File: config.mk
export PLATFORM = sky130hd
export DESIGN_NAME = http_request_head_parser
export DESIGN_NICKNAME = d
export VERILOG_FILES = /design/src/sv/hrp_pkg.sv /design/src/sv/hrp_core.sv /design/src/sv/http_request_head_parser.sv
export SDC_FILE = /design/constraint.sdc
export NUM_CORES = 1
export LEC_CHECK = 0
export ABC_AREA = 1
export BUFFER_PORTS_ARGS = -buffer_cell sky130_fd_sc_hd__clkbuf_2
export CORE_MARGIN = 3
export CORE_UTILIZATION = 44
export DETAILED_ROUTE_END_ITERATION = 8
export GPL_TIMING_DRIVEN = 0
export PLACE_DENSITY = 0.65
export SLEW_MARGIN = 25
export SYNTH_ARGS = -nofsm -noshare
export SYNTH_HDL_FRONTEND = slang
export SYNTH_SLANG_ARGS = --single-unit
File: constraint.sdc
create_clock -name clk_i -period 3.3 [get_ports clk_i]
set_clock_uncertainty 0.05 [all_clocks]
set_input_delay 0 -clock clk_i [delete_from_list [all_inputs] [get_ports clk_i]]
set_output_delay 0 -clock clk_i [all_outputs]
set_load 0.01 [all_outputs]
File: src/sv/hrp_pkg.sv
package hrp_pkg;

  localparam int unsigned VersionBits = 8;
  localparam int unsigned ByteW       = 8;

  localparam logic [ByteW-1:0] ChCr    = 8'h0D;
  localparam logic [ByteW-1:0] ChLf    = 8'h0A;
  localparam logic [ByteW-1:0] ChSpace = 8'h20;
  localparam logic [ByteW-1:0] ChTab   = 8'h09;
  localparam logic [ByteW-1:0] ChColon = 8'h3A;
  localparam logic [ByteW-1:0] ChSlash = 8'h2F;
  localparam logic [ByteW-1:0] ChDot   = 8'h2E;
  localparam logic [ByteW-1:0] ChH     = 8'h48;
  localparam logic [ByteW-1:0] ChT     = 8'h54;
  localparam logic [ByteW-1:0] ChP     = 8'h50;
  localparam logic [ByteW-1:0] ChZero  = 8'h30;
  localparam logic [ByteW-1:0] ChNine  = 8'h39;
  localparam int unsigned      Radix   = 10;

  localparam logic [VersionBits-1:0] VersionMax = {VersionBits{1'b1}};

  typedef enum logic [4:0] {
    PhMethodStart = 5'd0,
    PhMethod      = 5'd1,
    PhUri         = 5'd2,
    PhVerH        = 5'd3,
    PhVerT1       = 5'd4,
    PhVerT2       = 5'd5,
    PhVerP        = 5'd6,
    PhVerSlash    = 5'd7,
    PhMajorStart  = 5'd8,
    PhMajor       = 5'd9,
    PhMinorStart  = 5'd10,
    PhMinor       = 5'd11,
    PhNl1         = 5'd12,
    PhLineStart   = 5'd13,
    PhLws         = 5'd14,
    PhName        = 5'd15,
    PhSpace       = 5'd16,
    PhValue       = 5'd17,
    PhNl2         = 5'd18,
    PhNl3         = 5'd19
  } phase_e;

  typedef enum logic [1:0] {
    StPending = 2'd0,
    StDone    = 2'd1,
    StBad     = 2'd2
  } status_e;

  typedef enum logic [2:0] {
    RoleNone    = 3'd0,
    RoleMethod  = 3'd1,
    RoleUri     = 3'd2,
    RoleNewName = 3'd3,
    RoleName    = 3'd4,
    RoleValue   = 3'd5
  } role_e;

  typedef struct packed {
    logic [ByteW-1:0] data_byte;
    logic             restart;
  } in_item_t;

  typedef struct packed {
    status_e          status;
    role_e            byte_role;
    logic [ByteW-1:0] byte_echo;
    logic [ByteW-1:0] major_version;
    logic [ByteW-1:0] minor_version;
  } out_item_t;

  function automatic logic is_print(input logic [ByteW-1:0] c);
    return (c >= 8'h21) && (c <= 8'h7E);
  endfunction

  function automatic logic is_ctl(input logic [ByteW-1:0] c);
    return (c <= 8'h1F) || (c == 8'h7F);
  endfunction

  function automatic logic is_sep(input logic [ByteW-1:0] c);
    logic r;
    unique case (c)
      8'h28, 8'h29, 8'h3C, 8'h3E, 8'h40,
      8'h2C, 8'h3B, 8'h3A, 8'h5C, 8'h22,
      8'h2F, 8'h5B, 8'h5D, 8'h3F, 8'h3D,
      8'h7B, 8'h7D, 8'h20, 8'h09: r = 1'b1;
      default:                     r = 1'b0;
    endcase
    return r;
  endfunction

  function automatic logic is_tok(input logic [ByteW-1:0] c);
    return is_print(c) && !is_sep(c);
  endfunction

  function automatic logic is_digit(input logic [ByteW-1:0] c);
    return (c >= ChZero) && (c <= ChNine);
  endfunction

  // acc*10 + digit, saturating; 4 extra bits hold the product without wrap
  function automatic logic [VersionBits-1:0] ver_add(input logic [VersionBits-1:0] acc,
                                                     input logic [ByteW-1:0] c);
    logic [VersionBits+3:0] prod;
    logic [VersionBits+3:0] sum;
    logic [ByteW-1:0]       dig;
    dig  = c - ChZero;
    prod = (VersionBits+4)'(acc) * (VersionBits+4)'(Radix);
    sum  = prod + (VersionBits+4)'(dig[3:0]);
    return (sum > (VersionBits+4)'(VersionMax)) ? VersionMax : sum[VersionBits-1:0];
  endfunction

endpackage

File: src/sv/hrp_core.sv
module hrp_core (
  input  logic              clk_i,
  input  logic              rst_ni,
  input  logic              adv_i,
  input  hrp_pkg::in_item_t item_i,
  output hrp_pkg::out_item_t result_o
);
  import hrp_pkg::*;

  phase_e                 phase_q, phase_cur, phase_nx;
  logic                   seen_q, seen_cur, seen_d;
  logic [VersionBits-1:0] major_q, major_d;
  logic [VersionBits-1:0] minor_q, minor_d;
  logic                   bad;
  status_e                status;
  role_e                  role;
  logic [ByteW-1:0]       c;

  assign c = item_i.data_byte;

  always_comb begin
    // restart takes effect before the byte, even if the byte is malformed
    phase_cur = item_i.restart ? PhMethodStart : phase_q;
    seen_cur  = item_i.restart ? 1'b0 : seen_q;
    phase_nx  = phase_cur;
    seen_d    = seen_cur;
    major_d   = major_q;
    minor_d   = minor_q;
    bad       = 1'b0;
    status    = StPending;
    role      = RoleNone;
    unique case (phase_cur)
      PhMethodStart: begin
        if (is_tok(c)) begin
          phase_nx = PhMethod;
          role     = RoleMethod;
        end else bad = 1'b1;
      end
      PhMethod: begin
        if (c == ChSpace) phase_nx = PhUri;
        else if (is_tok(c)) role = RoleMethod;
        else bad = 1'b1;
      end
      PhUri: begin
        if (c == ChSpace) phase_nx = PhVerH;
        else if (is_ctl(c)) bad = 1'b1;
        else role = RoleUri;
      end
      PhVerH: begin
        if (c == ChH) phase_nx = PhVerT1;
        else bad = 1'b1;
      end
      PhVerT1: begin
        if (c == ChT) phase_nx = PhVerT2;
        else bad = 1'b1;
      end
      PhVerT2: begin
        if (c == ChT) phase_nx = PhVerP;
        else bad = 1'b1;
      end
      PhVerP: begin
        if (c == ChP) phase_nx = PhVerSlash;
        else bad = 1'b1;
      end
      PhVerSlash: begin
        if (c == ChSlash) begin
          major_d  = '0;
          minor_d  = '0;
          phase_nx = PhMajorStart;
        end else bad = 1'b1;
      end
      PhMajorStart: begin
        if (is_digit(c)) begin
          major_d  = ver_add(major_q, c);
          phase_nx = PhMajor;
        end else bad = 1'b1;
      end
      PhMajor: begin
        if (c == ChDot) phase_nx = PhMinorStart;
        else if (is_digit(c)) major_d = ver_add(major_q, c);
        else bad = 1'b1;
      end
      PhMinorStart: begin
        if (is_digit(c)) begin
          minor_d  = ver_add(minor_q, c);
          phase_nx = PhMinor;
        end else bad = 1'b1;
      end
      PhMinor: begin
        if (c == ChCr) phase_nx = PhNl1;
        else if (is_digit(c)) minor_d = ver_add(minor_q, c);
        else bad = 1'b1;
      end
      PhNl1: begin
        if (c == ChLf) phase_nx = PhLineStart;
        else bad = 1'b1;
      end
      PhLineStart: begin
        if (c == ChCr) phase_nx = PhNl3;
        else if (seen_cur && (c == ChSpace || c == ChTab)) phase_nx = PhLws;
        else if (is_tok(c)) begin
          seen_d   = 1'b1;
          role     = RoleNewName;
          phase_nx = PhName;
        end else bad = 1'b1;
      end
      PhLws: begin
        if (c == ChCr) phase_nx = PhNl2;
        else if (c == ChSpace || c == ChTab) phase_nx = PhLws;
        else if (is_ctl(c)) bad = 1'b1;
        else begin
          phase_nx = PhValue;
          role     = RoleValue;
        end
      end
      PhName: begin
        if (c == ChColon) phase_nx = PhSpace;
        else if (is_tok(c)) role = RoleName;
        else bad = 1'b1;
      end
      PhSpace: begin
        if (c == ChSpace) phase_nx = PhValue;
        else bad = 1'b1;
      end
      PhValue: begin
        if (c == ChCr) phase_nx = PhNl2;
        else if (is_ctl(c)) bad = 1'b1;
        else role = RoleValue;
      end
      PhNl2: begin
        if (c == ChLf) phase_nx = PhLineStart;
        else bad = 1'b1;
      end
      PhNl3: begin
        if (c == ChLf) status = StDone;
        else bad = 1'b1;
      end
      default: bad = 1'b1;
    endcase
    if (bad) begin
      status   = StBad;
      role     = RoleNone;
      phase_nx = phase_cur;
      seen_d   = seen_cur;
      major_d  = major_q;
      minor_d  = minor_q;
    end
  end

  always_ff @(posedge clk_i or negedge rst_ni) begin
    if (!rst_ni) begin
      phase_q <= PhMethodStart;
      seen_q  <= 1'b0;
      major_q <= '0;
      minor_q <= '0;
    end else if (adv_i) begin
      phase_q <= phase_nx;
      seen_q  <= seen_d;
      major_q <= major_d;
      minor_q <= minor_d;
    end
  end

  assign result_o.status        = status;
  assign result_o.byte_role     = role;
  assign result_o.byte_echo     = c;
  assign result_o.major_version = ByteW'(major_d);
  assign result_o.minor_version = ByteW'(minor_d);

  a_bad_holds_phase: assert property (@(posedge clk_i) disable iff (!rst_ni)
    adv_i && bad && !item_i.restart |=> phase_q == $past(phase_q))
    else $error("malformed byte moved the parse phase");

  a_done_stays_final: assert property (@(posedge clk_i) disable iff (!rst_ni)
    adv_i && status == StDone |=> phase_q == PhNl3)
    else $error("complete status left the final phase");

  a_role_only_when_ok: assert property (@(posedge clk_i) disable iff (!rst_ni)
    adv_i && role != RoleNone |-> status == StPending)
    else $error("byte role given on a non-pending byte");

  a_seen_before_lws: assert property (@(posedge clk_i) disable iff (!rst_ni)
    phase_q == PhLws |-> seen_q)
    else $error("continuation phase without a header");

endmodule

File: src/sv/http_request_head_parser.sv
// A byte accepted from the input is held in the input register; the grammar
// step runs into the result register, written once the output has room.
// Throughput: one byte per cycle while the output is not stalled; the grammar
// step between the two registers sets the pace. Reset (rst_ni low,
// asynchronous) empties both registers and puts the parser at method start
// with header-seen and versions cleared.
module http_request_head_parser (
  input  logic               clk_i,
  input  logic               rst_ni,
  input  logic               in_valid_i,
  output logic               in_stall_o,
  input  hrp_pkg::in_item_t  in_item_i,
  output logic               out_valid_o,
  input  logic               out_stall_i,
  output hrp_pkg::out_item_t out_item_o
);
  import hrp_pkg::*;

  logic       s1_valid_q;
  in_item_t   s1_item_q;
  logic       out_valid_q;
  out_item_t  out_item_q;
  out_item_t  result;
  logic       out_free;
  logic       adv;
  logic       in_take;

  assign out_free   = !out_valid_q || !out_stall_i;
  assign adv        = s1_valid_q && out_free;
  assign in_stall_o = s1_valid_q && !out_free;
  assign in_take    = in_valid_i && !in_stall_o;

  hrp_core u_core (
    .clk_i    (clk_i),
    .rst_ni   (rst_ni),
    .adv_i    (adv),
    .item_i   (s1_item_q),
    .result_o (result)
  );

  always_ff @(posedge clk_i or negedge rst_ni) begin
    if (!rst_ni) begin
      s1_valid_q  <= 1'b0;
      out_valid_q <= 1'b0;
    end else begin
      if (in_take) s1_valid_q <= 1'b1;
      else if (adv) s1_valid_q <= 1'b0;
      if (adv) out_valid_q <= 1'b1;
      else if (!out_stall_i) out_valid_q <= 1'b0;
    end
  end

  always_ff @(posedge clk_i) begin
    if (in_take) s1_item_q <= in_item_i;
    if (adv) out_item_q <= result;
  end

  assign out_valid_o = out_valid_q;
  assign out_item_o  = out_item_q;

  a_no_drop: assert property (@(posedge clk_i) disable iff (!rst_ni)
    s1_valid_q && !adv |=> s1_valid_q && $stable(s1_item_q))
    else $error("pending input transaction lost");

  a_out_hold: assert property (@(posedge clk_i) disable iff (!rst_ni)
    out_valid_q && out_stall_i && !adv |=> out_valid_q && $stable(out_item_q))
    else $error("stalled result changed");

  a_adv_room: assert property (@(posedge clk_i) disable iff (!rst_ni)
    adv |-> !(out_valid_q && out_stall_i))
    else $error("result register overwritten");

endmodule
==> impl_metrics.py, run 1 <==
metrics = {
    "sta": {
        "fmax_ghz": 0.3217,
        "min_period_over_period_pct": 94.21,
        "hold_viol_final": 0,
        "max_slew_margin_pct": 41.09,
        "setup_ws_ps": 191.2,
        "setup-tns-final_ps": 0,
        "finalSetupViolCount": 0,
        "rsz0062_at_grt": "no",
        "tightest_slew_ps": 883.7,
        "finalCriticalPeriod_ps": 3109,
        "slew_violations": 0,
    },
    "cells_and_area": {
        "diodes": 0,
        "area_delta_synth_final_pct": 17.64,
        "fill_cells": 1056,
        "nets": 799,
        "finalInstanceArea_um2": 5851,
        "drive_gt1_share_pct": 15.85,
    },
    "status": {
        "status": "finished clean",
    },
    "setup_path": {
        "startpoint_type": "flip-flop",
        "path_max_fanout": 8,
        "path_class": "flip-flop to flip-flop",
        "crit_arrival_ps": 3130,
        "r2r_cells": 11,
        "cp.required_ps": 3320,
        "setup.worst_path.end_class": "flip-flop",
    },
    "global_route": {
        "grt_pass1_vias": 4759,
        "grt_pass1_wl_um": 23890,
        "grt_max_degree": 39,
        "track_usage_pct": 23.75,
        "grt_overflow": 0,
        "antenna_found_initial": 0,
    },
    "drt": {
        "drt_iter0_markers": 273,
        "wl_met3_um": 899,
        "highest_layer": "met4",
        "postRouteAntennaNets": 0,
        "drt-met1-wl_um": 6250,
        "vias": 4853,
        "via_per_inst": 5.410,
        "first_pass_iters": 5,
        "dr_wl_met2_um": 6890,
        "drt_wl_total_um": 14450,
        "wl_per_cell_um": 16.11,
        "post-route-drc-count": 0,
    },
    "cts": {
        "clkSlewWorstSetupHoldPaths_ps": 60,
        "numCtsBuffers": 9,
        "cts_sinks": 62,
        "h-tree-depth": 3,
        "root_buffer": "clkbuf_16",
        "cts_max_path_buffers": 2,
        "clock_latency_ps": 340,
        "postCtsSetupBuffers": 0,
        "tritoncts": "built",
    },
    "logic_synthesis": {
        "synthXorXnorAreaFrac_pct": 1.409,
        "yosysWarnings": 0,
        "synthSimpleGateAreaFrac_pct": 37.58,
        "syn-cell-area_um2": 4974,
        "synth_top_family_by_area": "simple AND/OR/NAND/NOR gates",
        "syn-instance-count": 685,
        "synthAdderAreaFrac_pct": 9.157,
        "synth_cell_types": 38,
        "ys_seq_area_share_pct": 35.02,
        "ys_seq_elements": 62,
        "muxShareOfSynthArea_pct": 0,
        "postSynthAreaPerCell_um2": 7.261,
        "synth_compound_area_share_pct": 9.711,
        "synth_nets": 732,
    },
    "pwr": {
        "power_leakage_nw": 2.942,
        "powerDensity_nw_per_um2": 421.4,
        "max-vdd-ir-drop_uv": 451.3,
    },
    "placed_design": {
        "port_buffers": 43,
        "post-place-ws_ps": 272.0,
        "placed_area_um2": 5364,
        "post-dp-hpwl_um": 10770,
        "gp_congestion": 0.9649,
    },
    "die": {
        "die_w_um": 112.3,
        "dieHeight_um": 112.3,
        "io-pin-count": 44,
        "initial_core_util_pct": 45.48,
        "fp.dieArea_um2": 12610,
        "num_rows": 38,
        "coreArea_um2": 10940,
    },
    "run": {
        "max_cap_viol_count": 0,
    },
    "hold_path": {
        "hold_class": "input pin to async pin",
    },
}
==> worst paths after layout <==
kind                                   start        endpoint  slack [ps]
hold / removal                        rst_ni     out_valid_o         220
hold reg to reg                   s1_valid_q     out_valid_o         410
setup / recovery           u_core.major_q[1]  out_item_o[14]         190
setup reg to reg           u_core.major_q[1]  out_item_o[14]         190
max in group asynchronous             rst_ni   u_core.seen_q        2500
min in group clk_i              in_item_i[4]    s1_item_q[4]         320
==> final cells by class <==
class,count,area [um^2],area share [%]
Multi-Input combinational cell,533,2888,49.36
Buffer,12,61.31,1.048
Clock buffer,9,225.2,3.849
Clock inverter,7,121.4,2.074
Inverter,78,292.8,5.004
Tap cell,140,175.2,2.994
Timing Repair Buffer,56,345.3,5.902
Sequential cell,62,1742,29.77
==> flip-flops by register name, indices dropped and copies added, names as in the netlist <==
name / count
out_item_o: 29
out_valid_o: 1
s1_item_q: 9
s1_valid_q: 1
u_core.major_q: 8
u_core.minor_q: 8
u_core.phase_q: 5
u_core.seen_q: 1
==> kinds of logic (layout without fill, tap and decap cells) <==
group                      after synthesis  after routing
AOI/OAI and AO/OA                       84             84
buffers and inverters                   90            162
DFF                                     62             62
xor gates and xnor gates                 8              8
and+or+nand+nor                        407            407
adders and majority gates               34             34
==> cells in the mapped netlist (all sizes together) <==
master,count,area [um^2]
edfxtp,38,1141
a311oi,2,17.52
a21boi,1,7.510
ha,30,375.4
inv,78,292.8
nor2,66,277.8
o211ai,8,60.06
nand4,17,150.1
o21bai,8,60.06
buf,9,50.04
nand2,213,822.0
nand3b,3,22.52
a31o,1,8.760
fa,4,80.08
nor3b,1,12.51
or2,16,102.6
a31oi,2,12.51
nor3,9,56.31
xnor2,2,17.52
a211oi,1,7.510
dfrtp,24,600.6
clkbuf,3,11.26
nand3,82,425.4
xor2,6,52.55
a21oi,25,125.1
o21ai,36,183.9
==> report_power, final <==
part	internal (W)	total (W)	switching (W)
registers	0.000899	0.000943	0.0000437
clock network	0.000739	0.00111	0.000366
logic	0.000131	0.000417	0.000285
total	0.00177	0.00247	0.000695
==> cell usage in the layout, fill, tap and decap left out, types with 2 or more instances in the layout <==
| cell type | netlist | final |
|---|---|---|
| a21oi_1 | 25 | 25 |
| a311oi_1 | 2 | 2 |
| a31oi_1 | 2 | 2 |
| buf_2 | 7 | 7 |
| buf_4 | 2 | 2 |
| bufinv_16 | 0 | 3 |
| clkbuf_1 | 3 | 3 |
| clkbuf_16 | 0 | 9 |
| clkbuf_2 | 0 | 43 |
| clkinvlp_4 | 0 | 3 |
| dfrtp_1 | 24 | 24 |
| dlygate4sd3_1 | 0 | 13 |
| edfxtp_1 | 38 | 38 |
| fa_1 | 4 | 4 |
| ha_1 | 30 | 30 |
| inv_1 | 69 | 69 |
| inv_2 | 9 | 9 |
| nand2_1 | 210 | 209 |
| nand2_4 | 3 | 3 |
| nand3_1 | 79 | 79 |
| nand3_2 | 3 | 3 |
| nand3b_1 | 3 | 3 |
| nand4_1 | 10 | 10 |
| nand4_2 | 7 | 7 |
| nor2_1 | 56 | 55 |
| nor2_2 | 9 | 9 |
| nor2_4 | 1 | 2 |
| nor3_1 | 8 | 8 |
| o211ai_1 | 8 | 8 |
| o21ai_0 | 27 | 27 |
| o21ai_1 | 8 | 8 |
| o21bai_1 | 8 | 8 |
| or2_1 | 2 | 2 |
| or2_2 | 13 | 13 |
| xnor2_1 | 2 | 2 |
| xor2_1 | 6 | 6 |
==> critical path, cell delays in order, from the launching register on <==
cell and delay [ps]:
dfrtp_1 490, ha_1 340, ha_1 220, fa_1 410, xor2_1 240, nand2_1 80, nor2_1 200, nand3_1 100
nand2_1 90, nand3_1 230, o21bai_1 270, nand4_2 120
==> layer usage <==
layer	GRT usage [%]	vias up
met1	30.12	2221
met5	0	-
met2	39.77	172
met4	8.974	0
li1	-	2426
met3	5.175	34
==> through the flow <==
step / hold slack [ps] / power [W] / instances / util [%]
2_1_floorplan: -345.6 / 0.001206 / 685 / -
6_report: 217.0 / 0.002465 / 897 / 53.50
5_1_grt: 270.4 / 0.002575 / 897 / 53.50
3_5_place_dp: 53.63 / 0.001354 / 868 / 49.05
4_1_cts: 228.4 / 0.002480 / 897 / 53.41
3_3_place_gp: 48.16 / 0.001355 / 868 / 49.05
==> repair_timing <==
| action | CTS | global route |
|---|---|---|
| endpoints found under the hold margin | 35 | 0 |
| hold buffers | 13 | 0 |
| endpoints found under the setup margin | 0 | 16 |
| gates resized for setup | 0 | 3 |
Note: power is estimated with default switching activity, not from simulation.
==> run 2, diff against run 1 <==
--- a/config.mk
+++ b/config.mk
@@ -11,7 +11,8 @@
 export CORE_UTILIZATION = 44
 export DETAILED_ROUTE_END_ITERATION = 8
 export GPL_TIMING_DRIVEN = 0
-export PLACE_DENSITY = 0.65
+export PLACE_DENSITY_LB_ADDON = 0.05
+export SKIP_CTS_REPAIR_TIMING = 1
 export SLEW_MARGIN = 25
 export SYNTH_ARGS = -nofsm -noshare
 export SYNTH_HDL_FRONTEND = slang
==> constraint.sdc (replaced) <==
create_clock -name clk_i -period 3.3 [get_ports clk_i]
set_clock_uncertainty 0.05 [all_clocks]
set_input_delay 0 -clock clk_i [delete_from_list [all_inputs] [get_ports clk_i]]
set_output_delay 0 -clock clk_i [all_outputs]
set_load 0.1 [all_outputs]
==> run 2 against run 1 <==
Compared with the run above:
- register-to-register slack improved by 70 ps
- cell area fell by 0.88%
- sequential cell count did not move
- count of clock-buffer cells in the layout did not move
- wire length fell by 1.0%
- global-route usage barely moved
- non-clock buffer count fell by 1
- critical endpoint is now out_item_o[0]
- power rose by 5.2%
==> impl_metrics.py, run 2 (synthesis gave the netlist of run 1 again) <==
metrics = {
    "sta": {
        "slew_violations": 0,
        "fmax_ghz": 0.3292,
        "min_period_over_period_pct": 92.05,
        "setup-tns-final_ps": 0,
        "max_slew_margin_pct": 41.00,
        "tightest_slew_ps": 885.0,
        "finalCriticalPeriod_ps": 3038,
        "hold_viol_final": 0,
        "rsz0062_at_grt": "no",
        "finalSetupViolCount": 0,
    },
    "drt": {
        "drt_iter0_markers": 367,
        "postRouteAntennaNets": 0,
        "drt_wl_total_um": 14310,
        "first_pass_iters": 5,
        "post-route-drc-count": 0,
        "wl_per_cell_um": 15.97,
        "vias": 4820,
        "via_per_inst": 5.379,
    },
    "setup_path": {
        "crit_cells": 11,
        "setup.worst_path.end_class": "flip-flop",
        "worst_r2r_endpoint": "out_item_o[0]",
        "rr_startpoint": "u_core.minor_q[1]",
        "path_class": "flip-flop to flip-flop",
        "cp.required_ps": 3310,
        "r2r_cells": 11,
        "path_delay_family": "adder cells",
        "cp_cell_sequence": "ha_1, ha_1, fa_1, xor2_1, nand2_1, nor2_1, nand3_1, nand2_1, nand3_1, o211ai_1, nand3_1",
        "slowest_stage": "dfrtp_1",
        "r2r_slack_ps": 260,
        "path_max_fanout": 8,
        "max_stage_delay_ps": 470,
        "crit_arrival_ps": 3050,
        "startpoint_type": "flip-flop",
        "cpMostUsedCell": "nand3_1",
        "cp_num_buf_inv": 0,
    },
    "global_route": {
        "grt-busiest-layer": "met2",
        "grt_use_met3_pct": 4.474,
        "grt_max_degree": 39,
        "grt_pass1_wl_um": 23730,
        "antenna_found_initial": 0,
        "grt_overflow": 0,
        "grt_pass1_vias": 4567,
        "grtUsageMet2_pct": 38.10,
        "track_usage_pct": 23.76,
        "grtUsageMet1_pct": 31.54,
    },
    "die": {
        "coreArea_um2": 10940,
        "initial_core_util_pct": 45.48,
        "dieHeight_um": 112.3,
        "io-pin-count": 44,
        "fp.dieArea_um2": 12610,
        "die_w_um": 112.3,
        "num_rows": 38,
    },
    "cts": {
        "cts_max_path_buffers": 2,
        "tritoncts": "built",
        "root_buffer": "clkbuf_16",
        "clkSlewWorstSetupHoldPaths_ps": 60,
        "h-tree-depth": 3,
        "numCtsBuffers": 9,
        "clock_latency_ps": 340,
        "cts_sinks": 62,
    },
    "cells_and_area": {
        "area_delta_synth_final_pct": 16.60,
        "final_cell_mix": "nand2_1, nand3_1, inv_1",
        "largest_register_ffs": 29,
        "final_common_cell": "nand2_1",
        "diodes": 0,
        "nets": 798,
        "drive_gt1_share_pct": 15.87,
        "fill_cells": 1069,
    },
    "pwr": {
        "powerDensity_nw_per_um2": 447.1,
        "finalPower_w": 0.002593,
        "max-vdd-ir-drop_uv": 403.5,
        "power_leakage_nw": 2.929,
    },
    "placed_design": {
        "port_buffers": 43,
        "post-dp-hpwl_um": 10710,
        "gp_congestion": 0.9295,
    },
    "run": {
        "max_cap_viol_count": 0,
    },
    "hold_path": {
        "hold_class": "input pin to async pin",
    },
    "status": {
        "status": "finished clean",
    },
}
-- run 2: cell types whose count changed in the layout (fill, tap and decap cells not counted), sizes merged --
cell	previous run	this run
dlygate4sd3	13	12
clkinvlp	3	2
bufinv	3	1
clkinv	0	2
inv	79	80
-- run 2: how the worst max path moves through the flow --
stage                                  from       endpoint
after floorplan                 out_valid_o   s1_item_q[0]
after global placement    u_core.minor_q[1]  out_item_o[0]
after detailed placement  u_core.minor_q[1]  out_item_o[0]
after CTS                 u_core.minor_q[1]  out_item_o[0]
after global routing      u_core.minor_q[1]  out_item_o[0]
final                     u_core.minor_q[1]  out_item_o[0]
-- run 2: where the power goes --
group          internal, W  switching [W]
Sequential        0.000899      0.0000425
Combinational     0.000129       0.000539
Clock             0.000594       0.000390
-- run 2: per-layer routing --
layer | wire length [um] | share of wire (%)
met1 | 6387 | 45
met2 | 6669 | 47
met3 | 753 | 5.3
met4 | 495 | 3.5
met5 | 0 | 0
-- run 2: per-stage QoR --
step	hold slack [ps]	area (um^2)	setup slack [ps]	util, %	std cells
global route	273.3	5799	18.20	53.03	896
finish	189.1	5799	262.5	53.03	896
CTS	-315.5	5672	199.3	51.87	884
global placement	47.68	5364	276.9	49.05	868
detailed placement	51.44	5364	221.2	49.05	868
floorplan	-345.6	4974	140.6	-	685
-- run 2: cell type report --
class | count | area [um^2] | share of cell area (%)
multi-input combinational | 533 | 2885 | 49.75
sequential | 62 | 1742 | 30.03
timing repair buffer | 55 | 335.3 | 5.782
inverter | 78 | 292.8 | 5.049
clock buffer | 9 | 225.2 | 3.883
tap | 140 | 175.2 | 3.020
clock inverter | 7 | 82.58 | 1.424
buffer | 12 | 61.31 | 1.057
==> run 3, diff against run 2 <==
--- a/config.mk
+++ b/config.mk
@@ -8,7 +8,8 @@
 export ABC_AREA = 1
 export BUFFER_PORTS_ARGS = -buffer_cell sky130_fd_sc_hd__clkbuf_2
 export CORE_MARGIN = 3
-export CORE_UTILIZATION = 44
+export CORE_UTILIZATION = 35
+export CTS_BUF_LIST = sky130_fd_sc_hd__clkbuf_8
 export DETAILED_ROUTE_END_ITERATION = 8
 export GPL_TIMING_DRIVEN = 0
 export PLACE_DENSITY_LB_ADDON = 0.05
==> run 3 against run 2 <==
Compared with the run above:
- combinational power grew 1%
- cell area about the same
- maximum frequency grew 0.65%
- power shrank 3.5%
- cell count up 4.0%
- sequential power hardly changed
- critical path type unchanged
- highest routed layer unchanged
==> impl_metrics.py, run 3 (synthesis gave the netlist of run 1 again) <==
metrics = {
    "placed_design": {
        "port_buffers": 43,
        "post-place-ws_ps": 222.5,
        "post-dp-hpwl_um": 11380,
        "placed_area_um2": 5409,
        "place_inst": 904,
        "gp_congestion": 0.9244,
    },
    "drt": {
        "first_pass_iters": 4,
        "drt_wl_total_um": 14980,
        "drt_iter0_markers": 355,
        "via_per_inst": 5.152,
        "wl_per_cell_um": 16.07,
        "post-route-drc-count": 0,
        "postRouteAntennaNets": 0,
        "vias": 4802,
    },
    "pwr": {
        "power_leakage_nw": 2.913,
        "max-vdd-ir-drop_uv": 286.1,
        "powerDensity_nw_per_um2": 431.5,
    },
    "die": {
        "die_w_um": 125.2,
        "coreArea_um2": 13560,
        "initial_core_util_pct": 36.68,
        "io-pin-count": 44,
        "num_rows": 42,
        "fp.dieArea_um2": 15680,
        "dieHeight_um": 125.2,
    },
    "cells_and_area": {
        "nets": 798,
        "area_delta_synth_final_pct": 16.55,
        "drive_gt1_share_pct": 15.61,
        "diodes": 0,
        "instances_no_fill": 932,
        "finalInstanceArea_um2": 5797,
        "largest_register_ffs": 29,
        "fill_cells": 1468,
        "final_common_cell": "nand2_1",
        "final_cell_mix": "nand2_1, nand3_1, inv_1",
    },
    "setup_path": {
        "startpoint_type": "flip-flop",
        "path_max_fanout": 8,
        "r2r_slack_ps": 280,
        "setup.worst_path.end_class": "flip-flop",
        "r2r_cells": 11,
        "rr_startpoint": "u_core.minor_q[1]",
        "worst_r2r_endpoint": "out_item_o[7]",
        "cp.required_ps": 3340,
        "crit_arrival_ps": 3050,
        "path_class": "flip-flop to flip-flop",
    },
    "cts": {
        "clkSlewWorstSetupHoldPaths_ps": 70,
        "cts_sinks": 62,
        "cts_max_path_buffers": 2,
        "numCtsBuffers": 9,
        "root_buffer": "clkbuf_8",
        "tritoncts": "built",
        "h-tree-depth": 3,
        "clock_latency_ps": 350,
    },
    "global_route": {
        "grt_pass1_vias": 4535,
        "track_usage_pct": 19.33,
        "antenna_found_initial": 0,
        "grt_pass1_wl_um": 24210,
        "grt_overflow": 0,
        "grt_max_degree": 39,
    },
    "sta": {
        "finalSetupViolCount": 0,
        "tightest_slew_ps": 886.4,
        "min_period_over_period_pct": 91.45,
        "setup_ws_ps": 282.2,
        "finalCriticalPeriod_ps": 3018,
        "fmax_ghz": 0.3314,
        "holdWs_ps": 196.1,
        "slew_violations": 0,
        "rsz0062_at_grt": "no",
        "max_slew_margin_pct": 40.90,
        "hold_viol_final": 0,
        "setup-tns-final_ps": 0,
    },
    "run": {
        "max_cap_viol_count": 0,
    },
    "hold_path": {
        "hold_class": "input pin to async pin",
    },
    "status": {
        "status": "finished clean",
    },
}
[run 3: cell count changes in the layout (fill, tap and decap cells not counted), sizes merged]
cell      before  now
bufinv         1    4
clkinvlp       2    0
inv           80   78
clkinv         2    3
[run 3: critical path, stage by stage (launching register included)]
cell	delay, ps
dfrtp_1	470
ha_1	320
ha_1	260
fa_1	420
xor2_1	270
nand2_1	80
nor2_1	170
nand3_1	90
nand2_1	240
nand3_1	130
o211ai_1	110
nand3_1	130
[run 3: stage by stage]
step,power (W),utilization [%]
final,0.002502,42.76
after global routing,0.002610,42.76
after CTS,0.002520,41.81
after detailed placement,0.001619,39.89
after global placement,0.001621,39.89
after floorplan,0.001462,-
[run 3: worst max-delay path by stage]
| stage | start | end | slack [ps] |
|---|---|---|---|
| final | u_core.minor_q[1] | out_item_o[7] | 280 |
| after floorplan | out_valid_o | s1_item_q[0] | 140 |
| after global placement | u_core.minor_q[1] | out_item_o[4] | 210 |
| after CTS | u_core.major_q[1] | out_item_o[12] | 210 |
| after detailed placement | u_core.major_q[1] | out_item_o[12] | 220 |
| after global routing | u_core.minor_q[1] | u_core.minor_q[6] | 4 |
[run 3: cell type report]
cell class | count | area [um^2] | share of cell area (%)
Buffer | 12 | 61.31 | 1.058
Clock buffer | 9 | 123.9 | 2.137
Tap cell | 176 | 220.2 | 3.799
Sequential cell | 62 | 1742 | 30.05
Timing Repair Buffer | 55 | 335.3 | 5.785
Clock inverter | 7 | 136.4 | 2.353
Multi-Input combinational cell | 533 | 2885 | 49.77
Inverter | 78 | 292.8 | 5.051
[run 3: power by group]
part           internal [W]  leakage, nW  switching (W)
Clock              0.000574        0.128       0.000316
Sequential         0.000898        0.698      0.0000401
Combinational      0.000129         2.09       0.000545
[run 3: metal layers]
layer / share of wire, % / routed length [um] / global-route usage [%]
met5: 0 / 0 / 0
met4: 1.6 / 234 / 4.719
met3: 4.2 / 622 / 3.497
met2: 47 / 7113 / 31.92
met1: 47 / 7009 / 26.40
